==> src/hw/rtl/lrfp_pkg.sv <==
// ----------------------------------------------------------------------------
// lrfp_pkg
// Shared types and constants for the raw frame packer.
// ----------------------------------------------------------------------------
package lrfp_pkg;

    localparam int ADDR_W              = 3;
    localparam int QUEUE_DEPTH_DEFAULT = 2;

    localparam logic [15:0] PKT_LEN_RESET = 16'd352;

    // register index, taken from paddr[2]
    localparam logic REG_PKT_LEN = 1'b0;

    localparam logic [7:0] TAG_BYTE   = 8'h20;  // stereo element, instance 0
    localparam logic [7:0] FLAGS_BYTE = 8'h12;  // partial-frame and escape flags
    localparam logic [7:0] END_BYTE   = 8'hC0;  // rest of end tag plus padding

    // one frame, classified by the front end
    typedef struct packed {
        logic signed [15:0] left;
        logic signed [15:0] right;
        logic [6:0]         carry;
        logic               first;
        logic               last;
        logic [15:0]        size;
    } frame_cmd_t;

    typedef struct packed {
        logic full;
        logic empty;
    } q_status_t;

endpackage

==> src/hw/rtl/lrfp_ifs.sv <==
// ----------------------------------------------------------------------------
// lrfp_ifs
// Valid/ready channels: stereo frames in, packet bytes out.
// ----------------------------------------------------------------------------
interface lrfp_frame_if;
    logic               valid;
    logic               ready;
    logic signed [15:0] left_sample;
    logic signed [15:0] right_sample;

    modport source (output valid, output left_sample, output right_sample, input ready);
    modport sink   (input valid, input left_sample, input right_sample, output ready);
endinterface

interface lrfp_byte_if;
    logic       valid;
    logic       ready;
    logic [7:0] packet_byte;
    logic       packet_end;

    modport source (output valid, output packet_byte, output packet_end, input ready);
    modport sink   (input valid, input packet_byte, input packet_end, output ready);
endinterface

==> src/hw/rtl/lrfp_front.sv <==
// ----------------------------------------------------------------------------
// lrfp_front
// Accepts frames, tracks packet position and carry, pushes frame commands.
// ----------------------------------------------------------------------------
module lrfp_front (
    input  logic                 clk,
    input  logic                 rst_n,
    input  logic [15:0]          pkt_len,
    input  lrfp_pkg::q_status_t  q_status,
    lrfp_frame_if.sink           frame_in,
    output logic                 push,
    output lrfp_pkg::frame_cmd_t cmd
);

    logic [15:0] frame_idx_reg;
    logic [15:0] frame_idx_next;
    logic [6:0]  carry_reg;
    logic [6:0]  carry_next;
    logic        is_last;

    assign frame_in.ready = !q_status.full;
    assign push           = frame_in.valid && frame_in.ready;

    // close once index + 1 reaches or passes the size (size 0 acts as 1)
    assign is_last = ({1'b0, frame_idx_reg} + 17'd1) >= {1'b0, pkt_len};

    always_comb
    begin
        cmd.left  = frame_in.left_sample;
        cmd.right = frame_in.right_sample;
        cmd.carry = carry_reg;
        cmd.first = (frame_idx_reg == 16'd0);
        cmd.last  = is_last;
        cmd.size  = pkt_len;

        frame_idx_next = frame_idx_reg;
        carry_next     = carry_reg;
        if (push)
        begin
            if (is_last)
            begin
                frame_idx_next = 16'd0;
                carry_next     = 7'd0;
            end
            else
            begin
                frame_idx_next = frame_idx_reg + 16'd1;
                carry_next     = frame_in.right_sample[6:0];
            end
        end
    end

    always_ff @(posedge clk or negedge rst_n)
    begin
        if (!rst_n)
        begin
            frame_idx_reg <= 16'd0;
            carry_reg     <= 7'd0;
        end
        else
        begin
            frame_idx_reg <= frame_idx_next;
            carry_reg     <= carry_next;
        end
    end

endmodule

==> src/hw/rtl/lrfp_queue.sv <==
// ----------------------------------------------------------------------------
// lrfp_queue
// Small FIFO of frame commands between front and back end.
// ----------------------------------------------------------------------------
module lrfp_queue #(
    parameter int DEPTH = lrfp_pkg::QUEUE_DEPTH_DEFAULT
) (
    input  logic                 clk,
    input  logic                 rst_n,
    input  logic                 push,
    input  lrfp_pkg::frame_cmd_t push_cmd,
    input  logic                 pop,
    output lrfp_pkg::frame_cmd_t head_cmd,
    output lrfp_pkg::q_status_t  status
);

    localparam int PTR_W = (DEPTH > 1) ? $clog2(DEPTH) : 1;
    localparam int CNT_W = $clog2(DEPTH + 1);
    localparam logic [PTR_W-1:0] LAST_PTR = PTR_W'(DEPTH - 1);
    localparam logic [CNT_W-1:0] FULL_CNT = CNT_W'(DEPTH);

    lrfp_pkg::frame_cmd_t entry_reg [DEPTH];
    logic [PTR_W-1:0] wr_ptr_reg;
    logic [PTR_W-1:0] wr_ptr_next;
    logic [PTR_W-1:0] rd_ptr_reg;
    logic [PTR_W-1:0] rd_ptr_next;
    logic [CNT_W-1:0] count_reg;
    logic [CNT_W-1:0] count_next;
    logic             do_push;
    logic             do_pop;

    assign status.full  = (count_reg == FULL_CNT);
    assign status.empty = (count_reg == '0);
    assign do_push      = push && !status.full;
    assign do_pop       = pop && !status.empty;
    assign head_cmd     = entry_reg[rd_ptr_reg];

    always_comb
    begin
        wr_ptr_next = wr_ptr_reg;
        rd_ptr_next = rd_ptr_reg;
        count_next  = count_reg;
        if (do_push)
        begin
            wr_ptr_next = (wr_ptr_reg == LAST_PTR) ? '0 : wr_ptr_reg + PTR_W'(1);
        end
        if (do_pop)
        begin
            rd_ptr_next = (rd_ptr_reg == LAST_PTR) ? '0 : rd_ptr_reg + PTR_W'(1);
        end
        if (do_push && !do_pop)
        begin
            count_next = count_reg + CNT_W'(1);
        end
        else if (do_pop && !do_push)
        begin
            count_next = count_reg - CNT_W'(1);
        end
    end

    always_ff @(posedge clk)
    begin
        if (do_push)
        begin
            entry_reg[wr_ptr_reg] <= push_cmd;
        end
    end

    always_ff @(posedge clk or negedge rst_n)
    begin
        if (!rst_n)
        begin
            wr_ptr_reg <= '0;
            rd_ptr_reg <= '0;
            count_reg  <= '0;
        end
        else
        begin
            wr_ptr_reg <= wr_ptr_next;
            rd_ptr_reg <= rd_ptr_next;
            count_reg  <= count_next;
        end
    end

    a_count_bound: assert property (@(posedge clk) disable iff (!rst_n)
        count_reg <= FULL_CNT)
        else $error("queue count beyond depth");

endmodule

==> src/hw/rtl/lrfp_back.sv <==
// ----------------------------------------------------------------------------
// lrfp_back
// Serializes one frame command into packet bytes, one byte per cycle when not stalled.
// ----------------------------------------------------------------------------
module lrfp_back (
    input  logic                 clk,
    input  logic                 rst_n,
    input  lrfp_pkg::frame_cmd_t head_cmd,
    input  lrfp_pkg::q_status_t  q_status,
    output logic                 pop,
    lrfp_byte_if.source          byte_out
);

    typedef enum logic [3:0] {
        STEP_TAG,
        STEP_ZERO,
        STEP_FLAGS,
        STEP_SZ3,
        STEP_SZ2,
        STEP_SZ1,
        STEP_JOIN,   // size low bits or carry, plus left msb
        STEP_LHI,
        STEP_LLO,
        STEP_RHI,
        STEP_RLO,
        STEP_TAIL
    } step_t;

    step_t      step_reg;
    step_t      cur_step;
    step_t      end_step;
    logic       in_prog_reg;
    logic       out_valid_reg;
    logic [7:0] out_byte_reg;
    logic       out_end_reg;
    logic       head_valid;
    logic       advance;
    logic [7:0] cur_byte;

    assign head_valid = !q_status.empty;
    assign advance    = head_valid && (!out_valid_reg || byte_out.ready);
    assign cur_step   = in_prog_reg ? step_reg : (head_cmd.first ? STEP_TAG : STEP_JOIN);
    assign end_step   = head_cmd.last ? STEP_TAIL : STEP_RHI;
    assign pop        = advance && (cur_step == end_step);

    always_comb
    begin
        unique case (cur_step)
            STEP_TAG:   cur_byte = lrfp_pkg::TAG_BYTE;
            STEP_ZERO:  cur_byte = 8'h00;
            STEP_FLAGS: cur_byte = lrfp_pkg::FLAGS_BYTE;
            STEP_SZ3:   cur_byte = 8'h00;
            STEP_SZ2:   cur_byte = {7'd0, head_cmd.size[15]};
            STEP_SZ1:   cur_byte = head_cmd.size[14:7];
            STEP_JOIN:  cur_byte = head_cmd.first ? {head_cmd.size[6:0], head_cmd.left[15]}
                                                  : {head_cmd.carry, head_cmd.left[15]};
            STEP_LHI:   cur_byte = head_cmd.left[14:7];
            STEP_LLO:   cur_byte = {head_cmd.left[6:0], head_cmd.right[15]};
            STEP_RHI:   cur_byte = head_cmd.right[14:7];
            STEP_RLO:   cur_byte = {head_cmd.right[6:0], 1'b1};   // end-tag start bit
            STEP_TAIL:  cur_byte = lrfp_pkg::END_BYTE;
            default:    cur_byte = 8'h00;
        endcase
    end

    always_ff @(posedge clk or negedge rst_n)
    begin
        if (!rst_n)
        begin
            step_reg      <= STEP_TAG;
            in_prog_reg   <= 1'b0;
            out_valid_reg <= 1'b0;
            out_byte_reg  <= 8'h00;
            out_end_reg   <= 1'b0;
        end
        else
        begin
            if (advance)
            begin
                out_valid_reg <= 1'b1;
                out_byte_reg  <= cur_byte;
                out_end_reg   <= (cur_step == STEP_TAIL);
                if (cur_step == end_step)
                begin
                    in_prog_reg <= 1'b0;
                end
                else
                begin
                    in_prog_reg <= 1'b1;
                    step_reg    <= step_t'(cur_step + 4'd1);
                end
            end
            else if (byte_out.ready)
            begin
                out_valid_reg <= 1'b0;
            end
        end
    end

    assign byte_out.valid       = out_valid_reg;
    assign byte_out.packet_byte = out_byte_reg;
    assign byte_out.packet_end  = out_end_reg;

    a_end_byte: assert property (@(posedge clk) disable iff (!rst_n)
        (out_valid_reg && out_end_reg) |-> (out_byte_reg == lrfp_pkg::END_BYTE))
        else $error("packet end flag on a byte other than the end byte");

    a_pop_at_end: assert property (@(posedge clk) disable iff (!rst_n)
        pop |-> (cur_step == STEP_RHI || cur_step == STEP_TAIL))
        else $error("frame retired before its last byte");

    a_prog_has_entry: assert property (@(posedge clk) disable iff (!rst_n)
        in_prog_reg |-> head_valid)
        else $error("frame in progress with an empty queue");

endmodule

==> src/hw/rtl/lossless_raw_frame_packer.sv <==
// ----------------------------------------------------------------------------
// lossless_raw_frame_packer
// Packs 16-bit stereo frames into uncompressed lossless-audio packets.
// ----------------------------------------------------------------------------
// Path: an accepted frame is written into the queue, then its first byte is
//   captured in the back-end byte output register.
// Throughput: one byte per cycle while a frame is queued and output not stalled:
//   4 bytes per mid-packet frame, 10 for a first, 6 for a last, 12 for both.
// Reset: packet length returns to 352, frame index and carry clear, queue empty.
// ----------------------------------------------------------------------------
module lossless_raw_frame_packer #(
    parameter int QUEUE_DEPTH = lrfp_pkg::QUEUE_DEPTH_DEFAULT
) (
    input  logic                        clk,
    input  logic                        rst_n,
    // APB-style configuration port
    input  logic                        psel,
    input  logic                        penable,
    input  logic                        pwrite,
    input  logic [lrfp_pkg::ADDR_W-1:0] paddr,
    input  logic [31:0]                 pwdata,
    output logic [31:0]                 prdata,
    output logic                        pready,
    // channels
    lrfp_frame_if.sink                  frame_in,
    lrfp_byte_if.source                 byte_out
);

    logic [15:0]          pkt_len_reg;
    logic                 cfg_write;
    logic                 push;
    logic                 pop;
    lrfp_pkg::frame_cmd_t push_cmd;
    lrfp_pkg::frame_cmd_t head_cmd;
    lrfp_pkg::q_status_t  q_status;

    // Register file: one register, decoded on the word address bit.
    assign pready    = 1'b1;
    assign cfg_write = psel && penable && pwrite && pready;
    assign prdata    = (paddr[2] == lrfp_pkg::REG_PKT_LEN) ? {16'd0, pkt_len_reg} : 32'd0;

    always_ff @(posedge clk or negedge rst_n)
    begin
        if (!rst_n)
        begin
            pkt_len_reg <= lrfp_pkg::PKT_LEN_RESET;
        end
        else if (cfg_write && (paddr[2] == lrfp_pkg::REG_PKT_LEN))
        begin
            pkt_len_reg <= pwdata[15:0];
        end
    end

    // Front end: decides first/last frame and the carried bits per frame,
    // so the back end only has to walk a byte schedule.
    lrfp_front u_front (
        .clk        (clk),
        .rst_n      (rst_n),
        .pkt_len    (pkt_len_reg),
        .q_status   (q_status),
        .frame_in   (frame_in),
        .push       (push),
        .cmd        (push_cmd)
    );

    // Decoupling queue: the front keeps taking frames while bytes drain.
    lrfp_queue #(
        .DEPTH (QUEUE_DEPTH)
    ) u_queue (
        .clk      (clk),
        .rst_n    (rst_n),
        .push     (push),
        .push_cmd (push_cmd),
        .pop      (pop),
        .head_cmd (head_cmd),
        .status   (q_status)
    );

    // Back end: header, sample bytes with one-bit offset, and packet tail.
    lrfp_back u_back (
        .clk      (clk),
        .rst_n    (rst_n),
        .head_cmd (head_cmd),
        .q_status (q_status),
        .pop      (pop),
        .byte_out (byte_out)
    );

endmodule
==> src/flat_wrapper.sv <==
// flat-port wrapper written by rule: the top's interface ports become plain ports
module lossless_raw_frame_packer_flat 
#(
    parameter int QUEUE_DEPTH = lrfp_pkg::QUEUE_DEPTH_DEFAULT
)
  (clk, rst_n, psel, penable, pwrite, paddr, pwdata, prdata, pready, frame_in_valid, frame_in_left_sample, frame_in_right_sample, frame_in_ready, byte_out_valid, byte_out_packet_byte, byte_out_packet_end, byte_out_ready);
  lrfp_frame_if frame_in_i ();
  lrfp_byte_if byte_out_i ();
  input  logic clk;
  input  logic rst_n;
  input  logic psel;
  input  logic penable;
  input  logic pwrite;
  input  logic [lrfp_pkg::ADDR_W-1:0] paddr;
  input  logic [31:0] pwdata;
  output logic [31:0] prdata;
  output logic pready;
  input wire logic [$bits(frame_in_i.valid)-1:0] frame_in_valid;
  input wire logic [$bits(frame_in_i.left_sample)-1:0] frame_in_left_sample;
  input wire logic [$bits(frame_in_i.right_sample)-1:0] frame_in_right_sample;
  output wire logic [$bits(frame_in_i.ready)-1:0] frame_in_ready;
  output wire logic [$bits(byte_out_i.valid)-1:0] byte_out_valid;
  output wire logic [$bits(byte_out_i.packet_byte)-1:0] byte_out_packet_byte;
  output wire logic [$bits(byte_out_i.packet_end)-1:0] byte_out_packet_end;
  input wire logic [$bits(byte_out_i.ready)-1:0] byte_out_ready;
  assign frame_in_i.valid = frame_in_valid;
  assign frame_in_i.left_sample = frame_in_left_sample;
  assign frame_in_i.right_sample = frame_in_right_sample;
  assign frame_in_ready = frame_in_i.ready;
  assign byte_out_valid = byte_out_i.valid;
  assign byte_out_packet_byte = byte_out_i.packet_byte;
  assign byte_out_packet_end = byte_out_i.packet_end;
  assign byte_out_i.ready = byte_out_ready;
  lossless_raw_frame_packer #(.QUEUE_DEPTH(QUEUE_DEPTH)) u_core (.clk(clk), .rst_n(rst_n), .psel(psel), .penable(penable), .pwrite(pwrite), .paddr(paddr), .pwdata(pwdata), .prdata(prdata), .pready(pready), .frame_in(frame_in_i), .byte_out(byte_out_i));
endmodule
==> config.mk <==
export PLATFORM = sky130hd
export DESIGN_NAME = lossless_raw_frame_packer_flat
export DESIGN_NICKNAME = d
export VERILOG_FILES = /design/src/hw/rtl/lrfp_pkg.sv /design/src/hw/rtl/lrfp_ifs.sv /design/src/hw/rtl/lrfp_front.sv /design/src/hw/rtl/lrfp_queue.sv /design/src/hw/rtl/lrfp_back.sv /design/src/hw/rtl/lossless_raw_frame_packer.sv /design/src/flat_wrapper.sv
export SDC_FILE = /design/constraint.sdc
export NUM_CORES = 1
export LEC_CHECK = 0
export BUFFER_PORTS_ARGS = -buffer_cell sky130_fd_sc_hd__buf_2
export CELL_PAD_IN_SITES_DETAIL_PLACEMENT = 1
export CELL_PAD_IN_SITES_GLOBAL_PLACEMENT = 1
export CORE_ASPECT_RATIO = 1.4
export CORE_MARGIN = 4
export CORE_UTILIZATION = 33
export DETAILED_ROUTE_END_ITERATION = 12
export PLACE_DENSITY = 0.56
export SKIP_LAST_GASP = 1
export SYNTH_ARGS = -nofsm -noshare
export SYNTH_HDL_FRONTEND = slang
export SYNTH_SLANG_ARGS = --single-unit
==> constraint.sdc <==
create_clock -name clk -period 6.9 [get_ports clk]
set_input_delay 1.035 -clock clk [delete_from_list [all_inputs] [get_ports clk]]
set_output_delay 1.035 -clock clk [all_outputs]
set_load 0.01 [all_outputs]
==> impl_table.tex <==
\begin{tabular}{lr}
\hline
Metric & Value \\
\hline
\multicolumn{2}{l}{\textbf{Synth}} \\
Mapped cell area & about 7800 µm² \\
Fraction of the yosys area taken by sequential cells & 62.4\% \\
Share of synthesized area spent on multiplexers & 8.56\% \\
Post-synthesis simple-gate area fraction & 7.90\% \\
Avg Inst Size Synth & between 10 and 15 µm² \\
Synth warnings & 0 \\
Prevailing post-synth register cell & edfxtp\_1 \\
Top cells by area in the synthesized netlist & edfxtp\_1 (44\%), dfrtp\_1 (18\%), mux2\_2 (5.6\%) \\
Cell count after synthesis & 599 \\
Count of flip-flops with a built-in enable after synthesis & 114 \\
Fraction of synthesized cell area taken by the top area cell type & 43.8\% \\
Yosys cell types & 54 \\
Fraction of registers with async set or reset after synthesis & approximately a third \\
Synth Area in Compound Gates & 10.6\% \\
Post-synthesis share of cell area spent on xor and xnor gates & under 10\% \\
Number of synthesized register bits & 172 \\
Largest family of logic cells by synthesized area & compound AO/OA/AOI/OAI gates \\
Cell type with the largest total area after synthesis & edfxtp\_1 \\
Most common cell in the synthesized netlist & edfxtp\_1 \\
Synth top cells by count & edfxtp\_1 (114), dfrtp\_1 (55), nor2\_1 (42) \\
Adder-Cell Fraction of Synth Area & 3.68\% \\
\multicolumn{2}{l}{\textbf{Clock network}} \\
Clock net sink count & 172 \\
Clk Latency, worst-skew pair & 420 ps \\
Post-CTS Resized & 0 \\
Post CTS Setup Buffer Count & 0 \\
CTS clock-pin slew for the worst setup and hold paths & 70 ps \\
Cts-stage hold buffer count & 0 \\
TritonCTS buffer count & 17 \\
Max Root-Sink Buffers & 2 \\
TritonCTS clock tree & built \\
CTS root buffer & clkbuf\_16 \\
H-tree depth & 4 \\
\multicolumn{2}{l}{\textbf{Floorplan}} \\
Row cnt & between 60 and 70 \\
DIE AREA & 26300 µm² \\
Starting density of the core & between 30 and 40\% \\
Overall die height & 190 µm \\
Number of I/O pins & roughly 120 \\
Die Width & between 100 and 150 µm \\
Core region area & between 20000 and 25000 µm² \\
\multicolumn{2}{l}{\textbf{Power and ir drop}} \\
Maximum ir drop on the vdd rail & 0.205 mV \\
Power per standard cell area & 407 nW/µm² \\
Static leakage & 0.00372 µW \\
\multicolumn{2}{l}{\textbf{Layout}} \\
Fraction of final layout cells sized beyond drive strength 1 & 24.2\% \\
Filler cell count in the final layout & approximately 2.5k \\
Area added between synthesis and finish & 15.7\% \\
Number of flip-flops under the largest register name & $\sim$110 \\
Number of nets in the final layout & 771 \\
Final antenna diode count & 0 \\
\multicolumn{2}{l}{\textbf{Timing}} \\
Final count of pins violating max slew & 0 \\
Post-route setup TNS & 0 ps \\
Hold violation total from the final report & 0 \\
Final count of negative-setup-slack endpoints & 0 \\
Final critical-path required period & $\sim$4100 ps \\
Slew of the pin with the lowest slew margin & 1070 ps \\
Unrepaired setup endpoints after global routing & false \\
Period Utilization, post-route & 58.9\% \\
Clock Skews & around 6.7 ps \\
Worst hold slack & 480 ps \\
Top achievable clock speed & about 0.25 GHz \\
Worst slew slack as a fraction of its limit & between 20\% and 30\% \\
\multicolumn{2}{l}{\textbf{Routing}} \\
Total length of routed wires & 19.4 mm \\
Number of iterations in the first detailed-routing pass & 4 \\
Post-route antenna net violation count & 0 \\
Vias & a little under 5k \\
Post-detailed-route DRC marker count & 0 \\
Number of vias per cell after detailed routing & around 4.9 \\
Routed length per placed instance & between 15 and 20 µm \\
Count of routing violations after the opening detailed-route iteration & around 210 \\
\multicolumn{2}{l}{\textbf{Worst hold path}} \\
Start point of the worst min-delay path & u\_core.u\_front.carry\_reg[0] \\
Hold Path Cell Cnt & 0 \\
Worst hold path class & flip-flop to flip-flop \\
Worst Hold Path EP & u\_core.u\_queue.entry\_reg[0][18] \\
\multicolumn{2}{l}{\textbf{Critical path}} \\
RR Startpoint & u\_core.u\_front.frame\_idx\_reg[0] \\
Kind of end point of the critical path & flip-flop \\
Worst stage delay on the critical path & 890 ps \\
Nature of the critical path startpoint & flip-flop \\
Slowest-stage cell, CP & nor2\_2 \\
Cell-by-cell trace of the critical path & ha\_1 -> and4\_1 -> nand2\_1 -> xnor2\_1 -> ha\_1 -> a21oi\_1 -> o21ai\_0 -> a211o\_1 -> a211o\_1 -> nor2\_2 -> mux2\_2 \\
Worst-path maximum fanout & 21 \\
Capturing point of the worst reg2reg path & u\_core.u\_front.frame\_idx\_reg[0] \\
Worst-case reg-to-reg path depth & 11 \\
R2r setup slk & 2830 ps \\
Data required time at the worst endpoint & 7270 ps \\
Kind of critical path & flip-flop to flip-flop \\
Arrival time of the worst setup path & 4430 ps \\
\multicolumn{2}{l}{\textbf{Status}} \\
Outcome & completed \\
\multicolumn{2}{l}{\textbf{Placed design}} \\
Number of buffer cells added on primary ports & about 80 \\
Final weighted congestion of routability-driven global placement & 0.808 \\
Detail Placement HPWL & 13.8 mm \\
\multicolumn{2}{l}{\textbf{GRT}} \\
Wire length of the first global-routing pass & 30.6 mm \\
Via count of the first global-routing pass & $\sim$5.5k \\
Largest net degree at the start of global routing & 59 \\
Total global-route track usage & between 10\% and 20\% \\
Total gr overflow & 0 \\
Number of antenna violations at the first check in global routing & 0 \\
\multicolumn{2}{l}{\textbf{Flow run}} \\
Max-cap violation count & 0 \\
\hline
\end{tabular}
-- area by class of cell --
type / instances / area [µm²] / area share, %
Sequential cell: 172 / 4880 / 53.9
Multi-Input combinational cell: 368 / 2660 / 29.4
Timing Repair Buffer: 87 / 448 / 4.95
Clock buffer: 18 / 429 / 4.74
Tap cell: 306 / 383 / 4.23
Clock inverter: 14 / 148 / 1.63
Inverter: 28 / 105 / 1.16
-- worst max path at each step --
stage,cells past startpoint,from,to,slack [ps]
2_1_floorplan,3,frame_in_valid,u_core.u_queue.entry_reg[0][0],2690
4_1_cts,11,u_core.u_front.frame_idx_reg[1],u_core.u_front.frame_idx_reg[0],2820
3_5_place_dp,11,u_core.u_front.frame_idx_reg[1],u_core.u_front.frame_idx_reg[0],2850
5_1_grt,12,u_core.u_front.frame_idx_reg[1],u_core.u_front.frame_idx_reg[0],2520
3_3_place_gp,11,u_core.u_front.frame_idx_reg[0],u_core.u_front.frame_idx_reg[0],2850
6_report,11,u_core.u_front.frame_idx_reg[0],u_core.u_front.frame_idx_reg[0],2830
-- cell usage in the layout, fill, tap and decap left out, types with 6 or more instances in the layout --
| master | n |
|---|---|
| conb_1 | 17 |
| a22o_1 | 20 |
| a22oi_1 | 11 |
| nor2b_1 | 11 |
| edfxtp_1 | 114 |
| dfrtp_1 | 54 |
| clkbuf_16 | 17 |
| o21ai_0 | 19 |
| a211oi_1 | 9 |
| mux2i_1 | 23 |
| buf_2 | 82 |
| mux2_2 | 39 |
| nand2_1 | 33 |
| a21oi_1 | 22 |
| ha_1 | 23 |
| nand3_1 | 11 |
| xnor2_1 | 14 |
| inv_1 | 27 |
| xor2_1 | 6 |
| nor2_1 | 40 |
-- worst max-delay path: cells and delay by family (launching register included) --
family	cells	cell delay [ps]
AO/OA/AOI/OAI	4	1170
XOR/XNOR	1	170
adder cells (fa/ha/maj)	2	560
flip-flops	1	410
multiplexers	1	300
AND/OR/NAND/NOR	3	1380
-- layer usage --
layer	vias up	global-route usage (%)	part of all wire, %
met4	0	5.55	2.2
met5	-	0	0
met2	76	27.9	54
met1	2462	17.2	41
met3	22	3.22	2.4
li1	2327	-	-
-- per-stage QoR --
| step | total power (µW) | std cells | worst slack, ps | util [%] | cell area (µm²) |
|---|---|---|---|---|---|
| after global placement | 2750 | 961 | 2850 | 36.4 | 8470 |
| final | 3680 | 993 | 2830 | 38.9 | 9050 |
| after floorplan | 2390 | 614 | 2690 | - | 7880 |
| after CTS | 3750 | 993 | 2820 | 38.9 | 9050 |
| after global routing | 3920 | 993 | 2520 | 38.9 | 9050 |
| after detailed placement | 2800 | 961 | 2850 | 36.4 | 8470 |
-- cells by family after synthesis --
| family | after synthesis |
|---|---|
| mux | 62 |
| other cells | 2 |
| compound gates | 118 |
| flops | 172 |
| simple gates | 128 |
| xor+xnor | 20 |
| buf+inv | 74 |
| fa+ha+maj | 23 |
-- report_power, final --
group / switching (µW) / internal (µW) / leakage, µW
registers: 164 / 1430 / 0.00179
clock network: 396 / 533 / 0.000272
logic: 706 / 458 / 0.00167
total: 1270 / 2420 / 0.00372
No activity file was read; power rests on OpenSTA's default activity.
